$ cat config.mk
export PLATFORM = sky130hd
export DESIGN_NAME = battery_charge_level_estimator_top
export DESIGN_NICKNAME = d
export VERILOG_FILES = /design/src/hdl/bcle_pkg.sv /design/src/hdl/bcle_front.sv /design/src/hdl/bcle_queue.sv /design/src/hdl/bcle_back.sv /design/src/hdl/battery_charge_level_estimator_top.sv
export SDC_FILE = /design/constraint.sdc
export NUM_CORES = 2
export LEC_CHECK = 0
export BUFFER_PORTS_ARGS = -buffer_cell sky130_fd_sc_hd__buf_2
export CAP_MARGIN = 5
export CELL_PAD_IN_SITES_DETAIL_PLACEMENT = 1
export CELL_PAD_IN_SITES_GLOBAL_PLACEMENT = 1
export CORE_ASPECT_RATIO = 1.25
export CORE_MARGIN = 8
export CORE_UTILIZATION = 51
export CTS_BUF_LIST = sky130_fd_sc_hd__clkbuf_4
export CTS_CLUSTER_SIZE = 25
export DETAILED_ROUTE_END_ITERATION = 8
export GPL_ROUTABILITY_DRIVEN = 0
export PLACE_DENSITY_LB_ADDON = 0.1
export SETUP_SLACK_MARGIN = 0.15
export SYNTH_ARGS = -nofsm -noshare
export SYNTH_HDL_FRONTEND = slang
export SYNTH_HIERARCHICAL = 1
export SYNTH_SLANG_ARGS = --single-unit
export TNS_END_PERCENT = 100
$ cat constraint.sdc
create_clock -name clk -period 9.29 [get_ports clk]
set_clock_uncertainty 0.05 [all_clocks]
set_input_delay 1.3935 -clock clk [delete_from_list [all_inputs] [get_ports clk]]
set_output_delay 1.3935 -clock clk [all_outputs]
set_load 0.02 [all_outputs]
$ cat src/hdl/bcle_pkg.sv
package bcle_pkg;

  localparam int unsigned ADC_W     = 12;
  localparam int unsigned MV_W      = 14;
  localparam int unsigned FULL_W    = 13;
  localparam int unsigned LVL_W     = 12;
  localparam int unsigned PERIOD_W  = 16;
  localparam int unsigned PCT_W     = 7;
  localparam int unsigned TIME_W    = 32;
  localparam int unsigned CFG_IDX_W = 3;
  localparam int unsigned CFG_DAT_W = 16;

  // divider: quotient bits, remainder and divisor widths
  localparam int unsigned QUO_W     = 7;
  localparam int unsigned REM_W     = PERIOD_W + QUO_W;
  localparam int unsigned EL_PROD_W = TIME_W + PCT_W;

  localparam int unsigned SAMPLES_PER_GROUP_DEF = 8;
  localparam int unsigned ADC_BITS_DEF          = 12;
  localparam int unsigned QUEUE_DEPTH_DEF       = 2;

  localparam logic [MV_W-1:0]     HELD_RESET_MV      = 14'd4500;
  localparam logic [PCT_W-1:0]    CHARGE_CAP_PERCENT = 7'd95;
  localparam logic [PCT_W-1:0]    FULL_PERCENT       = 7'd100;
  localparam logic [PCT_W-1:0]    FLOOR_PERCENT      = 7'd5;
  localparam logic [MV_W-1:0]     TOP_SEG_MV         = 14'd4100;
  localparam logic [MV_W-1:0]     TEN_SEG_HI_MV      = 14'd3700;
  localparam logic [PCT_W-1:0]    TOP_SEG_BASE       = 7'd90;
  localparam logic [PCT_W-1:0]    TEN_SEG_BASE       = 7'd10;
  localparam logic [PCT_W-1:0]    FIVE_SEG_BASE      = 7'd5;

  localparam logic [15:0] FS_RESET     = 16'd7200;
  localparam logic [15:0] FULL_RESET   = 16'd4200;
  localparam logic [15:0] TEN_RESET    = 16'd3650;
  localparam logic [15:0] FIVE_RESET   = 16'd3500;
  localparam logic [15:0] PERIOD_RESET = 16'd5400;

  localparam int unsigned NUM_SEG = 7;
  localparam logic [MV_W-1:0] SEG_LO [NUM_SEG] =
    '{14'd4050, 14'd3950, 14'd3900, 14'd3850, 14'd3800, 14'd3750, 14'd3700};
  localparam logic [MV_W-1:0] SEG_HI [NUM_SEG] =
    '{14'd4100, 14'd4050, 14'd3950, 14'd3900, 14'd3850, 14'd3800, 14'd3750};
  localparam logic [PCT_W-1:0] SEG_BASE [NUM_SEG] =
    '{7'd80, 7'd70, 7'd60, 7'd50, 7'd40, 7'd30, 7'd20};

  typedef enum logic [CFG_IDX_W-1:0] {
    CFG_ADC_FULL_SCALE = 3'd0,
    CFG_FULL_VOLTAGE   = 3'd1,
    CFG_TEN_PERCENT    = 3'd2,
    CFG_FIVE_PERCENT   = 3'd3,
    CFG_CHARGE_PERIOD  = 3'd4
  } cfg_idx_t;

  typedef struct packed {
    logic [ADC_W-1:0]  adc_sample;
    logic              on_charger;
    logic              charge_full;
    logic [PCT_W-1:0]  stored_percent;
    logic [TIME_W-1:0] now_seconds;
    logic [TIME_W-1:0] charge_start_seconds;
    logic [PCT_W-1:0]  charge_start_percent;
  } in_word_t;

  typedef struct packed {
    logic [MV_W-1:0]  battery_mv;
    logic [PCT_W-1:0] charge_percent;
    logic             low_power_request;
    logic             save_percent;
  } out_word_t;

  typedef struct packed {
    logic [MV_W-1:0]     adc_full_scale_mv;
    logic [FULL_W-1:0]   full_voltage_mv;
    logic [LVL_W-1:0]    ten_percent_mv;
    logic [LVL_W-1:0]    five_percent_mv;
    logic [PERIOD_W-1:0] charge_period_s;
  } cfg_t;

  // one closed group, handed from front to back
  typedef struct packed {
    logic [ADC_W-1:0]  group_max;
    logic              on_charger;
    logic              charge_full;
    logic [PCT_W-1:0]  stored_percent;
    logic [TIME_W-1:0] elapsed_s;
    logic [PCT_W-1:0]  start_percent;
  } job_t;

endpackage

$ cat src/hdl/bcle_front.sv
module bcle_front
  import bcle_pkg::*;
#(
  parameter int unsigned SAMPLES_PER_GROUP = SAMPLES_PER_GROUP_DEF,
  parameter int unsigned ADC_BITS          = ADC_BITS_DEF
) (
  input  logic     clk,
  input  logic     rst,
  input  logic     push,
  input  in_word_t in_word,
  input  logic     q_full,
  output logic     q_push,
  output job_t     q_job
);

  localparam int unsigned CNT_W = (SAMPLES_PER_GROUP > 1) ? $clog2(SAMPLES_PER_GROUP) : 1;
  localparam logic [CNT_W-1:0] LAST_CNT = CNT_W'(SAMPLES_PER_GROUP - 1);
  localparam int unsigned MASK_BITS = (ADC_BITS >= ADC_W) ? ADC_W : ADC_BITS;
  localparam logic [ADC_W-1:0] SMP_MASK = ADC_W'((64'd1 << MASK_BITS) - 64'd1);

  logic [CNT_W-1:0] sample_count;
  logic [ADC_W-1:0] running_max;
  logic [ADC_W-1:0] sample;
  logic [ADC_W-1:0] max_next;
  logic             accept;
  logic             last;

  assign accept   = push && !q_full;
  assign sample   = in_word.adc_sample & SMP_MASK;
  assign max_next = (sample > running_max) ? sample : running_max;
  assign last     = (sample_count == LAST_CNT);

  assign q_push = accept && last;
  always_comb begin
    q_job.group_max      = max_next;
    q_job.on_charger     = in_word.on_charger;
    q_job.charge_full    = in_word.charge_full;
    q_job.stored_percent = in_word.stored_percent;
    q_job.elapsed_s      = in_word.now_seconds - in_word.charge_start_seconds;
    q_job.start_percent  = in_word.charge_start_percent;
  end

  always_ff @(posedge clk) begin
    if (rst) begin
      sample_count <= '0;
      running_max  <= '0;
    end else if (accept) begin
      if (last) begin
        sample_count <= '0;
        running_max  <= '0;
      end else begin
        sample_count <= sample_count + 1'b1;
        running_max  <= max_next;
      end
    end
  end

endmodule

$ cat src/hdl/bcle_queue.sv
module bcle_queue #(
  parameter int unsigned WIDTH = 8,
  parameter int unsigned DEPTH = 2
) (
  input  logic             clk,
  input  logic             rst,
  input  logic             wr_en,
  input  logic [WIDTH-1:0] wr_data,
  input  logic             rd_en,
  output logic [WIDTH-1:0] rd_data,
  output logic             full,
  output logic             empty
);

  localparam int unsigned PTR_W = (DEPTH > 1) ? $clog2(DEPTH) : 1;
  localparam int unsigned CNT_W = $clog2(DEPTH + 1);
  localparam logic [PTR_W-1:0] LAST_PTR = PTR_W'(DEPTH - 1);
  localparam logic [CNT_W-1:0] DEPTH_CNT = CNT_W'(DEPTH);

  logic [WIDTH-1:0] slots [DEPTH];
  logic [PTR_W-1:0] wr_ptr;
  logic [PTR_W-1:0] rd_ptr;
  logic [CNT_W-1:0] fill;
  logic             do_wr;
  logic             do_rd;

  assign full    = (fill == DEPTH_CNT);
  assign empty   = (fill == '0);
  assign do_wr   = wr_en && !full;
  assign do_rd   = rd_en && !empty;
  assign rd_data = slots[rd_ptr];

  always_ff @(posedge clk) begin
    if (do_wr) begin
      slots[wr_ptr] <= wr_data;
    end
  end

  always_ff @(posedge clk) begin
    if (rst) begin
      wr_ptr <= '0;
      rd_ptr <= '0;
      fill   <= '0;
    end else begin
      if (do_wr) begin
        wr_ptr <= (wr_ptr == LAST_PTR) ? '0 : wr_ptr + 1'b1;
      end
      if (do_rd) begin
        rd_ptr <= (rd_ptr == LAST_PTR) ? '0 : rd_ptr + 1'b1;
      end
      if (do_wr && !do_rd) begin
        fill <= fill + 1'b1;
      end else if (do_rd && !do_wr) begin
        fill <= fill - 1'b1;
      end
    end
  end

endmodule

$ cat src/hdl/bcle_back.sv
module bcle_back
  import bcle_pkg::*;
#(
  parameter int unsigned ADC_BITS = ADC_BITS_DEF
) (
  input  logic      clk,
  input  logic      rst,
  input  cfg_t      cfg,
  input  logic      q_empty,
  input  job_t      q_job,
  output logic      q_pop,
  input  logic      res_pop,
  output logic      res_valid,
  output out_word_t res_word
);

  localparam int unsigned PROD_W = ADC_W + MV_W;

  typedef enum logic [2:0] {
    S_IDLE, S_MUL, S_HOLD, S_MAP, S_CHK, S_DIV, S_FIN
  } state_t;

  typedef enum logic [1:0] {
    PM_DIRECT, PM_CAP95, PM_STORED
  } pct_mode_t;

  state_t            state;
  pct_mode_t         pct_mode;
  job_t              job;
  logic [MV_W-1:0]   held_mv;
  logic [PROD_W-1:0] prod_mv;
  logic [EL_PROD_W-1:0] prod_el;
  logic [REM_W-1:0]  rem;
  logic [REM_W-1:0]  dsh;
  logic [QUO_W-1:0]  quo;
  logic [2:0]        step;
  logic [PCT_W-1:0]  base;
  logic              low_power;
  logic              save;

  // discharge voltage after scaling, and the held value it leads to
  logic [MV_W-1:0]   mv;
  logic [MV_W-1:0]   held_next;
  // segment selection on the held voltage
  logic [PCT_W-1:0]  map_base;
  logic [MV_W-1:0]   map_diff;
  logic [REM_W-1:0]  map_num;
  logic [PERIOD_W-1:0] map_div;
  logic [2:0]        seg_sel;
  logic              seg_hit;
  logic [EL_PROD_W-1:0] cap_lim;
  logic [PCT_W:0]    pct_sum;
  logic [PCT_W-1:0]  pct_final;
  logic              div_ge;

  assign q_pop = (state == S_IDLE) && !q_empty;

  assign mv        = MV_W'(prod_mv >> ADC_BITS);
  assign held_next = (held_mv < MV_W'(cfg.ten_percent_mv))
                     ? ((mv < held_mv) ? mv : held_mv) : mv;

  always_comb begin
    seg_sel = 3'd0;
    seg_hit = 1'b0;
    for (int i = NUM_SEG - 1; i >= 0; i--) begin
      if (held_mv >= SEG_LO[i]) begin
        seg_sel = 3'(i);
        seg_hit = 1'b1;
      end
    end
  end

  always_comb begin
    map_base = FLOOR_PERCENT;
    map_diff = '0;
    map_num  = '0;
    map_div  = PERIOD_W'(1);
    if (held_mv >= MV_W'(cfg.full_voltage_mv)) begin
      map_base = FULL_PERCENT;
    end else if (held_mv >= TOP_SEG_MV) begin
      map_base = TOP_SEG_BASE;
      map_diff = held_mv - TOP_SEG_MV;
      map_num  = REM_W'({map_diff, 3'b000}) + REM_W'({map_diff, 1'b0});
      map_div  = PERIOD_W'(MV_W'(cfg.full_voltage_mv) - TOP_SEG_MV);
    end else if (seg_hit) begin
      map_base = SEG_BASE[seg_sel];
      map_diff = held_mv - SEG_LO[seg_sel];
      map_num  = REM_W'({map_diff, 3'b000}) + REM_W'({map_diff, 1'b0});
      map_div  = PERIOD_W'(SEG_HI[seg_sel] - SEG_LO[seg_sel]);
    end else if (held_mv >= MV_W'(cfg.ten_percent_mv)) begin
      map_base = TEN_SEG_BASE;
      map_diff = held_mv - MV_W'(cfg.ten_percent_mv);
      map_num  = REM_W'({map_diff, 3'b000}) + REM_W'({map_diff, 1'b0});
      map_div  = PERIOD_W'(TEN_SEG_HI_MV - MV_W'(cfg.ten_percent_mv));
    end else if (held_mv >= MV_W'(cfg.five_percent_mv)) begin
      map_base = FIVE_SEG_BASE;
      map_diff = held_mv - MV_W'(cfg.five_percent_mv);
      map_num  = REM_W'({map_diff, 2'b00}) + REM_W'(map_diff);
      map_div  = PERIOD_W'(cfg.ten_percent_mv - cfg.five_percent_mv);
    end
  end

  // share above 95 iff elapsed*100 >= 96*period; zero period lands here too
  assign cap_lim = EL_PROD_W'({cfg.charge_period_s, 6'b0})
                 + EL_PROD_W'({cfg.charge_period_s, 5'b0});

  assign div_ge  = (rem >= dsh);
  assign pct_sum = {1'b0, base} + {1'b0, quo};

  always_comb begin
    case (pct_mode)
      PM_CAP95:  pct_final = (pct_sum > {1'b0, CHARGE_CAP_PERCENT})
                             ? CHARGE_CAP_PERCENT : pct_sum[PCT_W-1:0];
      PM_STORED: pct_final = (pct_sum > {1'b0, job.stored_percent})
                             ? job.stored_percent : pct_sum[PCT_W-1:0];
      default:   pct_final = pct_sum[PCT_W-1:0];
    endcase
  end

  always_ff @(posedge clk) begin
    if (rst) begin
      state     <= S_IDLE;
      res_valid <= 1'b0;
      held_mv   <= HELD_RESET_MV;
      pct_mode  <= PM_DIRECT;
    end else begin
      // in S_FIN the slot is refilled below on a pop
      if (res_pop && state != S_FIN) begin
        res_valid <= 1'b0;
      end
      case (state)
        S_IDLE: begin
          if (!q_empty) begin
            job   <= q_job;
            state <= S_MUL;
          end
        end
        S_MUL: begin
          prod_mv <= PROD_W'(job.group_max) * PROD_W'(cfg.adc_full_scale_mv);
          prod_el <= EL_PROD_W'(job.elapsed_s) * EL_PROD_W'(100);
          quo     <= '0;
          if (!job.on_charger) begin
            save  <= 1'b0;
            state <= S_HOLD;
          end else if (job.charge_full) begin
            save      <= 1'b1;
            low_power <= 1'b0;
            held_mv   <= HELD_RESET_MV;
            base      <= FULL_PERCENT;
            pct_mode  <= PM_DIRECT;
            state     <= S_FIN;
          end else begin
            save      <= 1'b1;
            low_power <= 1'b0;
            state     <= S_CHK;
          end
        end
        S_HOLD: begin
          held_mv <= held_next;
          state   <= S_MAP;
        end
        S_MAP: begin
          low_power <= (held_mv < MV_W'(cfg.ten_percent_mv));
          base      <= map_base;
          pct_mode  <= PM_STORED;
          rem       <= map_num;
          dsh       <= {map_div, {QUO_W-1{1'b0}}, 1'b0} >> 1;
          step      <= '0;
          state     <= S_DIV;
        end
        S_CHK: begin
          if (prod_el >= cap_lim) begin
            base     <= CHARGE_CAP_PERCENT;
            pct_mode <= PM_DIRECT;
            state    <= S_FIN;
          end else begin
            base     <= job.start_percent;
            pct_mode <= PM_CAP95;
            rem      <= prod_el[REM_W-1:0];
            dsh      <= {cfg.charge_period_s, {QUO_W-1{1'b0}}, 1'b0} >> 1;
            step     <= '0;
            state    <= S_DIV;
          end
        end
        S_DIV: begin
          // restoring division, one quotient bit per cycle, msb first
          if (div_ge) begin
            rem <= rem - dsh;
          end
          quo  <= {quo[QUO_W-2:0], div_ge};
          dsh  <= dsh >> 1;
          step <= step + 1'b1;
          if (step == 3'(QUO_W - 1)) begin
            state <= S_FIN;
          end
        end
        S_FIN: begin
          if (!res_valid || res_pop) begin
            res_valid                  <= 1'b1;
            res_word.battery_mv        <= held_mv;
            res_word.charge_percent    <= pct_final;
            res_word.low_power_request <= low_power;
            res_word.save_percent      <= save;
            state                      <= S_IDLE;
          end
        end
        default: state <= S_IDLE;
      endcase
    end
  end

endmodule

$ cat src/hdl/battery_charge_level_estimator_top.sv
// channel  | handshake               | word
// ---------+-------------------------+-------------------------------------
// input    | push / full             | in_word  (in_word_t)
// result   | empty / pop             | out_word (out_word_t), one per group
// config   | cfg_valid / cfg_ready   | cfg_index, cfg_data
//
// One sample per cycle while full is low; a group-closing sample queues a job.
// A job runs S_MUL, then S_FIN on a full charge, S_CHK when the charge share
// is capped, else S_CHK (charging) or S_HOLD and S_MAP (discharging) before the
// 7-step serial divider; the job queue lets the front take samples meanwhile.
// Synchronous reset clears counts, queue, result slot and restores registers.
// A result that is not popped holds the back end; full rises once the queue fills.
module battery_charge_level_estimator_top
  import bcle_pkg::*;
#(
  parameter int unsigned SAMPLES_PER_GROUP = SAMPLES_PER_GROUP_DEF,
  parameter int unsigned ADC_BITS          = ADC_BITS_DEF,
  parameter int unsigned QUEUE_DEPTH       = QUEUE_DEPTH_DEF
) (
  input  logic                 clk,
  input  logic                 rst,
  input  logic                 push,
  output logic                 full,
  input  in_word_t             in_word,
  output logic                 empty,
  input  logic                 pop,
  output out_word_t            out_word,
  input  logic                 cfg_valid,
  output logic                 cfg_ready,
  input  logic [CFG_IDX_W-1:0] cfg_index,
  input  logic [CFG_DAT_W-1:0] cfg_data
);

  cfg_t cfg;
  logic q_push;
  job_t q_wr_job;
  job_t q_rd_job;
  logic q_full;
  logic q_empty;
  logic q_pop;
  logic res_valid;

  assign cfg_ready = 1'b1;
  assign full      = q_full;
  assign empty     = !res_valid;

  always_ff @(posedge clk) begin
    if (rst) begin
      cfg.adc_full_scale_mv <= MV_W'(FS_RESET);
      cfg.full_voltage_mv   <= FULL_W'(FULL_RESET);
      cfg.ten_percent_mv    <= LVL_W'(TEN_RESET);
      cfg.five_percent_mv   <= LVL_W'(FIVE_RESET);
      cfg.charge_period_s   <= PERIOD_W'(PERIOD_RESET);
    end else if (cfg_valid) begin
      case (cfg_index)
        CFG_ADC_FULL_SCALE: cfg.adc_full_scale_mv <= cfg_data[MV_W-1:0];
        CFG_FULL_VOLTAGE:   cfg.full_voltage_mv   <= cfg_data[FULL_W-1:0];
        CFG_TEN_PERCENT:    cfg.ten_percent_mv    <= cfg_data[LVL_W-1:0];
        CFG_FIVE_PERCENT:   cfg.five_percent_mv   <= cfg_data[LVL_W-1:0];
        CFG_CHARGE_PERIOD:  cfg.charge_period_s   <= cfg_data[PERIOD_W-1:0];
        default: ;
      endcase
    end
  end

  bcle_front #(
    .SAMPLES_PER_GROUP(SAMPLES_PER_GROUP),
    .ADC_BITS(ADC_BITS)
  ) u_front (
    .clk(clk),
    .rst(rst),
    .push(push),
    .in_word(in_word),
    .q_full(q_full),
    .q_push(q_push),
    .q_job(q_wr_job)
  );

  bcle_queue #(
    .WIDTH($bits(job_t)),
    .DEPTH(QUEUE_DEPTH)
  ) u_queue (
    .clk(clk),
    .rst(rst),
    .wr_en(q_push),
    .wr_data(q_wr_job),
    .rd_en(q_pop),
    .rd_data(q_rd_job),
    .full(q_full),
    .empty(q_empty)
  );

  bcle_back #(
    .ADC_BITS(ADC_BITS)
  ) u_back (
    .clk(clk),
    .rst(rst),
    .cfg(cfg),
    .q_empty(q_empty),
    .q_job(q_rd_job),
    .q_pop(q_pop),
    .res_pop(pop && res_valid),
    .res_valid(res_valid),
    .res_word(out_word)
  );

endmodule

# Yosys cells after proc, flatten, opt, wreduce, memory -nomap -nowiden
# Memory sizes are Yosys's and may differ from the RTL's. A register that Yosys moved wholly into a read port is not among the register bits.
# Cells that the tools add are included.
[word_totals]
register_bits = 257
ram_bits = 120
rom_bits = 280
in_bits = 116
output_inout_bits = 26
wordCells = 221
mem_count = 4
[memory_table]
columns = ["memory", "words", "width", "rd", "rd_clocked_by_memory_dff", "write_ports", "line_no", "source"]
rows = [
  ["u_queue.slots", 2, 60, 1, 1, 1, "bcle_queue.sv:20", "logic [WIDTH-1:0] slots [DEPTH];"],
  ["(name not given)", 8, 14, 1, 0, 0, "bcle_back.sv:89", "map_div = PERIOD_W'(SEG_HI[seg_sel] - SEG_LO[seg_sel]);"],
  ["(name not given)", 8, 14, 1, 0, 0, "bcle_back.sv:87", "map_diff = held_mv - SEG_LO[seg_sel];"],
  ["(name not given)", 8, 7, 1, 0, 0, "bcle_back.sv:86", "map_base = SEG_BASE[seg_sel];"],
]
[op_classes]
addsub = 22
multipliers = 2
n_lt_le_gt_ge = 19
n_eq_ne = 24
muxes = 80
bitwise = 3
reduce_logical = 40
[ops]
columns = ["cell", "count"]
rows = [
  ["$mux 23", 8],
  ["$pmux 23 s3", 2],
  ["$mux 14", 8],
  ["$ge 14x12->1 const B", 7],
  ["$mux 16", 5],
  ["$mux 7", 10],
  ["$add 17x15->18", 3],
  ["$ge 39x39->1", 1],
  ["$mux 3", 13],
  ["$mul 32x5->37 const B", 1],
  ["$sub 32x32->32", 1],
  ["$ge 14x12->1", 2],
  ["$pmux 14 s2", 1],
  ["$pmux 7 s2", 2],
  ["$sub 14x12->14", 2],
  ["$mul 12x14->26", 1],
  ["$mux 12", 2],
  ["$add 22x21->23", 1],
  ["$ge 23x23->1", 1],
  ["$sub 23x23->23", 1],
  ["$pmux 3 s7", 1],
  ["$pmux 7 s3", 1],
  ["$eq 3x3->1 const B", 6],
  ["$reduce_and 3->1", 6],
  ["other kinds (45)", 104],
]

# Longest topological paths before layout
[depth]
depth_word = 18
depth_mapped = 31
ltp_nobuf = 31

# Hierarchy
# Netlist, hierarchy kept.
[modules_own_cells]
columns = ["mod", "n_inst", "cells_each", "area_per_inst_um2", "seq_area_each_um2"]
rows = [
  ["bcle_back", 1, 2779, 25505.7, 6346.1],
  ["bcle_queue", 1, 212, 4531.8, 3703.6],
  ["bcle_front", 1, 410, 2930.3, 300.3],
  ["battery_charge_level_estimator_top", 1, 261, 2708.8, 1341.3],
]

# Least setup slack after synthesis
# OpenSTA, ideal clock, no wires.
[synth_timing]
path_kind = "register -> register"
start = "register u_back.held_mv[3]"
end = "register u_back.rem[16] (data pin)"
setup_ps = 271
t_arrival_ps = 6209
required_ps = 8969
path_slack_ps = 2761
stages_incl_launch_ff = 28
n_path_buf = 1
synth_period_minus_slack_ps = 6529
cell_sequence = "dfxtp_1 inv_1 ha_1 or3b_1 a2111oi_2 o31ai_1 and2_1 buf_2 o21ai_0 nand2_1 ha_1 o21ai_0 inv_1 ha_1 nor2b_1 o21ai_0 a21boi_1 o41ai_1 o21ba_2 xnor2_1 ha_1 o41a_1 nor4b_1 o32ai_2 o21bai_1 a221o_1 mux2i_1 o211ai_1"
[synth_between]
elab_chain_cells = 18
elab_cells_between_ends = 43
classes_between = "8 x add/sub; 11 x order compare; 22 x mux; 1 x bitwise; 1 x memory"
[synth_rtl]
columns = ["element", "line_no", "source"]
rows = [
  ["from (decl)", "bcle_back.sv:30", "logic [MV_W-1:0] held_mv;"],
  ["from (signal assigned)", "bcle_back.sv:159", "held_mv <= held_next;"],
  ["$ge 14x12->1", "bcle_back.sv:66", "if (held_mv >= SEG_LO[i]) begin"],
  ["$mux 3 (7 in series)", "bcle_back.sv:66", ""],
  ["$not 3->4 (not written as such)", "bcle_back.sv:87", ""],
  ["$mem_v2 8x14", "n/a", ""],
  ["$mux 14", "n/a", ""],
  ["$mux 14 (not written as such)", "bcle_back.sv:87", ""],
  ["$sub 14x14->14", "bcle_back.sv:87", ""],
  ["$add 17x15->18", "bcle_back.sv:88", "map_num = REM_W'({map_diff, 3'b000}) + REM_W'({map_diff, 1'b0});"],
  ["$mux 23", "bcle_back.sv:85", "end else if (seg_hit) begin"],
  ["$mux 23", "bcle_back.sv:80", "end else if (held_mv >= TOP_SEG_MV) begin"],
  ["$mux 23 (*)", "bcle_back.sv:78", "if (held_mv >= MV_W'(cfg.full_voltage_mv)) begin"],
  ["$pmux 23 s3 (*)", "bcle_back.sv:131", "case (state)"],
  ["to (signal assigned)", "bcle_back.sv:166", "rem <= map_num;"],
  ["to (signal assigned)", "bcle_back.sv:179", "rem <= prod_el[REM_W-1:0];"],
  ["to (signal assigned)", "bcle_back.sv:188", "rem <= rem - dsh;"],
  ["to (decl)", "bcle_back.sv:33", "logic [REM_W-1:0] rem;"],
]
# Mark *: on every way between the ends. The rest lies on a longest branch, timed or not. The select of a mux whose other input is x is not followed.
# A chain may end at the register's enable or synchronous reset.

# Final worst setup path
[layout_timing]
start = "register u_back.held_mv[2]"
end = "register u_back.rem[16] (data pin)"
# The elaborated chain is that of the path after synthesis.

==> flow_metrics.tcl <==
set metrics [dict create \
    status "finished clean" \
    p_leak_nw 17.0 \
    clock_sinks 425 \
    post_drt_wl_per_cell_um 22.4 \
    grt_pass1_wl_mm 171 \
    overflow 0 \
    drt_iter0_drc 1566 \
    synth_edf_count 318 \
    crit_slowest_cell "o21ai_0" \
    synth_seq_cells 425 \
    crit_arrival_ps 8820 \
    fin_nets 4513 \
    synth_warnings 6 \
    criticalPathCategory "register to register" \
    clockBufferDepth 3 \
    rows 108 \
    grt_pass1_vias 31200 \
    core_area_mm2 0.0693 \
    via_count 28300 \
    clk_pin_slew_ps 80 \
    synthFlopType "edfxtp_1" \
    rsz0062_at_grt "no" \
    max-slew-margin-rel 0.199 \
    multi_input_area_mm2 0.0218 \
    critPathMaxFanout 13 \
    first_pass_iters 5 \
    worst_setup_path_start_kind "register" \
    postCtsSetupBuffers 0 \
    crit_required_ps 9840 \
    dieWidth_um 253 \
    postSynthCellCount 3662 \
    final_cell_mix "inv_1 (449), ha_1 (419), edfxtp_1 (318), nand2_1 (282), nor2_1 (226)" \
    slew_viol_final 0 \
    grt_max_degree 86 \
    worst_slew_pin_slew_ps 1200 \
    total_power_w 0.00444 \
    max-vdd-ir-drop_mv 0.0901 \
    routed_wl_mm 108 \
    fin_tns_setup_ps 0 \
    num-fill-cells 7925 \
    io_buffers 140 \
    cts_buffers 112 \
    ys_async_sr_fraction 0 \
    max_freq_mhz 121 \
    drive_above_1_share 0.120 \
    post_cts_resized 0 \
    post_drt_via_cell_ratio 5.84 \
    seq_area_frac_synth 0.328 \
    initial_core_util 0.515 \
    finalSetupViolCount 0 \
    synth_area_per_cell_um2 9.74 \
    fp.dieArea_mm2 0.0787 \
    insertion_delay_ps 910 \
    cts_tree "built" \
    power_density_mw_per_mm2 115 \
    seqCellArea_mm2 0.0117 \
    yosysUniqueCellTypes 107 \
    hp-class "register to register" \
    syn_nets 4356 \
    cts_hold_buf 0 \
    ios 142 \
    area_growth_pct 8.32 \
    finalHoldViolations 0 \
    syn_area_mm2 0.0357 \
    ant_nets 0 \
    crit_path_frequent_cell "o21ai_0" \
    final_common_cell "inv_1" \
    hpwl_mm 87.0 \
    die_h_um 312 \
    worstSetupEndpointType "register" \
    drc_errors 0 \
    grt_antenna_before_repair 3 \
    post-place-ws_ps 1260 \
    layout_setup_ws_ps 1020 \
    max_stage_delay_ps 780 \
    grt_usage 0.273 \
    post-route-period-util 0.890 \
    fin_crit_ps 8270 \
    root_buffer "clkbuf_4" \
    reg2reg_slack_ps 1020 \
    cts_htree_levels 3 \
    cap_violations 0 \
]
## routing by layer
layer	global-route usage	part of all wire
met1	0.316	0.40
met2	0.474	0.49
met3	0.0390	0.047
met4	0.166	0.063
met5	0	0.000074
## layout make-up
cell class              instances  area share
inverters                     454      0.0442
clock buffers                 159      0.0309
multi-input cells            2665       0.564
flip-flops and latches        425       0.303
well taps                     935      0.0303
repair buffers                161      0.0223
diodes                          2    0.000130
clock inverters                38     0.00609
## path summary, 6_finish.rpt
kind	cells past startpoint	from	to
hold reg to reg	0	u_back/low_power	u_back/res_word[1]
setup / recovery	29	u_back/held_mv[2]	u_back/rem[16]
hold / removal	0	u_back/low_power	u_back/res_word[1]
setup reg to reg	29	u_back/held_mv[2]	u_back/rem[16]
## metrics by stage
stage | utilization | hold WS (ps) | instances | area (µm²)
2_1_floorplan | - | 350 | 3662 | 35700
3_3_place_gp | 0.537 | 388 | 4640 | 37200
3_5_place_dp | 0.537 | 398 | 4640 | 37200
4_1_cts | 0.557 | 361 | 4837 | 38600
5_1_grt | 0.557 | 387 | 4838 | 38600
6_report | 0.557 | 352 | 4839 | 38600
## cell usage after synthesis, drive strengths merged (29+ instances only)
master,n,area (µm²)
o21a,41,308
xnor2,150,1310
inv,452,1700
o22ai,29,181
mux2i,91,911
and2,63,397
nand3,50,250
edfxtp,318,9550
o21bai,30,229
buf,42,268
fa,159,3180
nand2,288,1110
a21oi,207,1040
mux2,64,728
clkbuf,76,285
xor2,71,622
nor2b,36,238
nor2,228,858
nand2b,90,563
dfxtp,107,2140
a21o,69,519
nor3,54,285
o21ai,180,908
ha,419,5240
## worst max-delay path: cells and delay by family (launching register included)
| kind | cells | cell delay [ps] |
|---|---|---|
| xor gates and xnor gates | 1 | 160 |
| muxes | 1 | 180 |
| DFF | 1 | 670 |
| and+or+nand+nor | 5 | 850 |
| buffers and inverters | 3 | 790 |
| adders and majority gates | 4 | 1240 |
| AOI/OAI and AO/OA | 15 | 3980 |
## power breakdown
| part | internal (W) | switching, W | leakage (nW) | total [W] |
|---|---|---|---|---|
| Sequential | 0.00206 | 0.0000170 | 3.78 | 0.00208 |
| Combinational | 0.000269 | 0.000408 | 12.4 | 0.000677 |
| Clock | 0.000868 | 0.000817 | 0.849 | 0.00168 |
| Total | 0.00320 | 0.00124 | 17.0 | 0.00444 |
## sequential cells by signal, indices dropped and copies added (netlist names), 12 cells and up, named ones only
signal / flops
u_queue/slots: 120
cfg: 67
u_back/job: 60
u_back/prod_el: 37
u_back/rem: 23
u_back/res_word: 23
u_back/dsh: 22
u_back/held_mv: 14
u_back/prod_mv: 14
u_front/running_max: 12
## logic make-up (layout without fill, tap and decap cells)
group           count (synthesis)  after routing  share of synthesized area
simple gates                  929            929                      0.128
compound gates                781            781                      0.144
fa+ha+maj                     578            578                      0.236
buf+inv                       572            812                     0.0633
flops                         425            425                      0.328
xor+xnor                      221            221                     0.0543
mux                           155            155                     0.0459
other cells                     1              3                   0.000105
No activity file was read; power rests on OpenSTA's default activity.
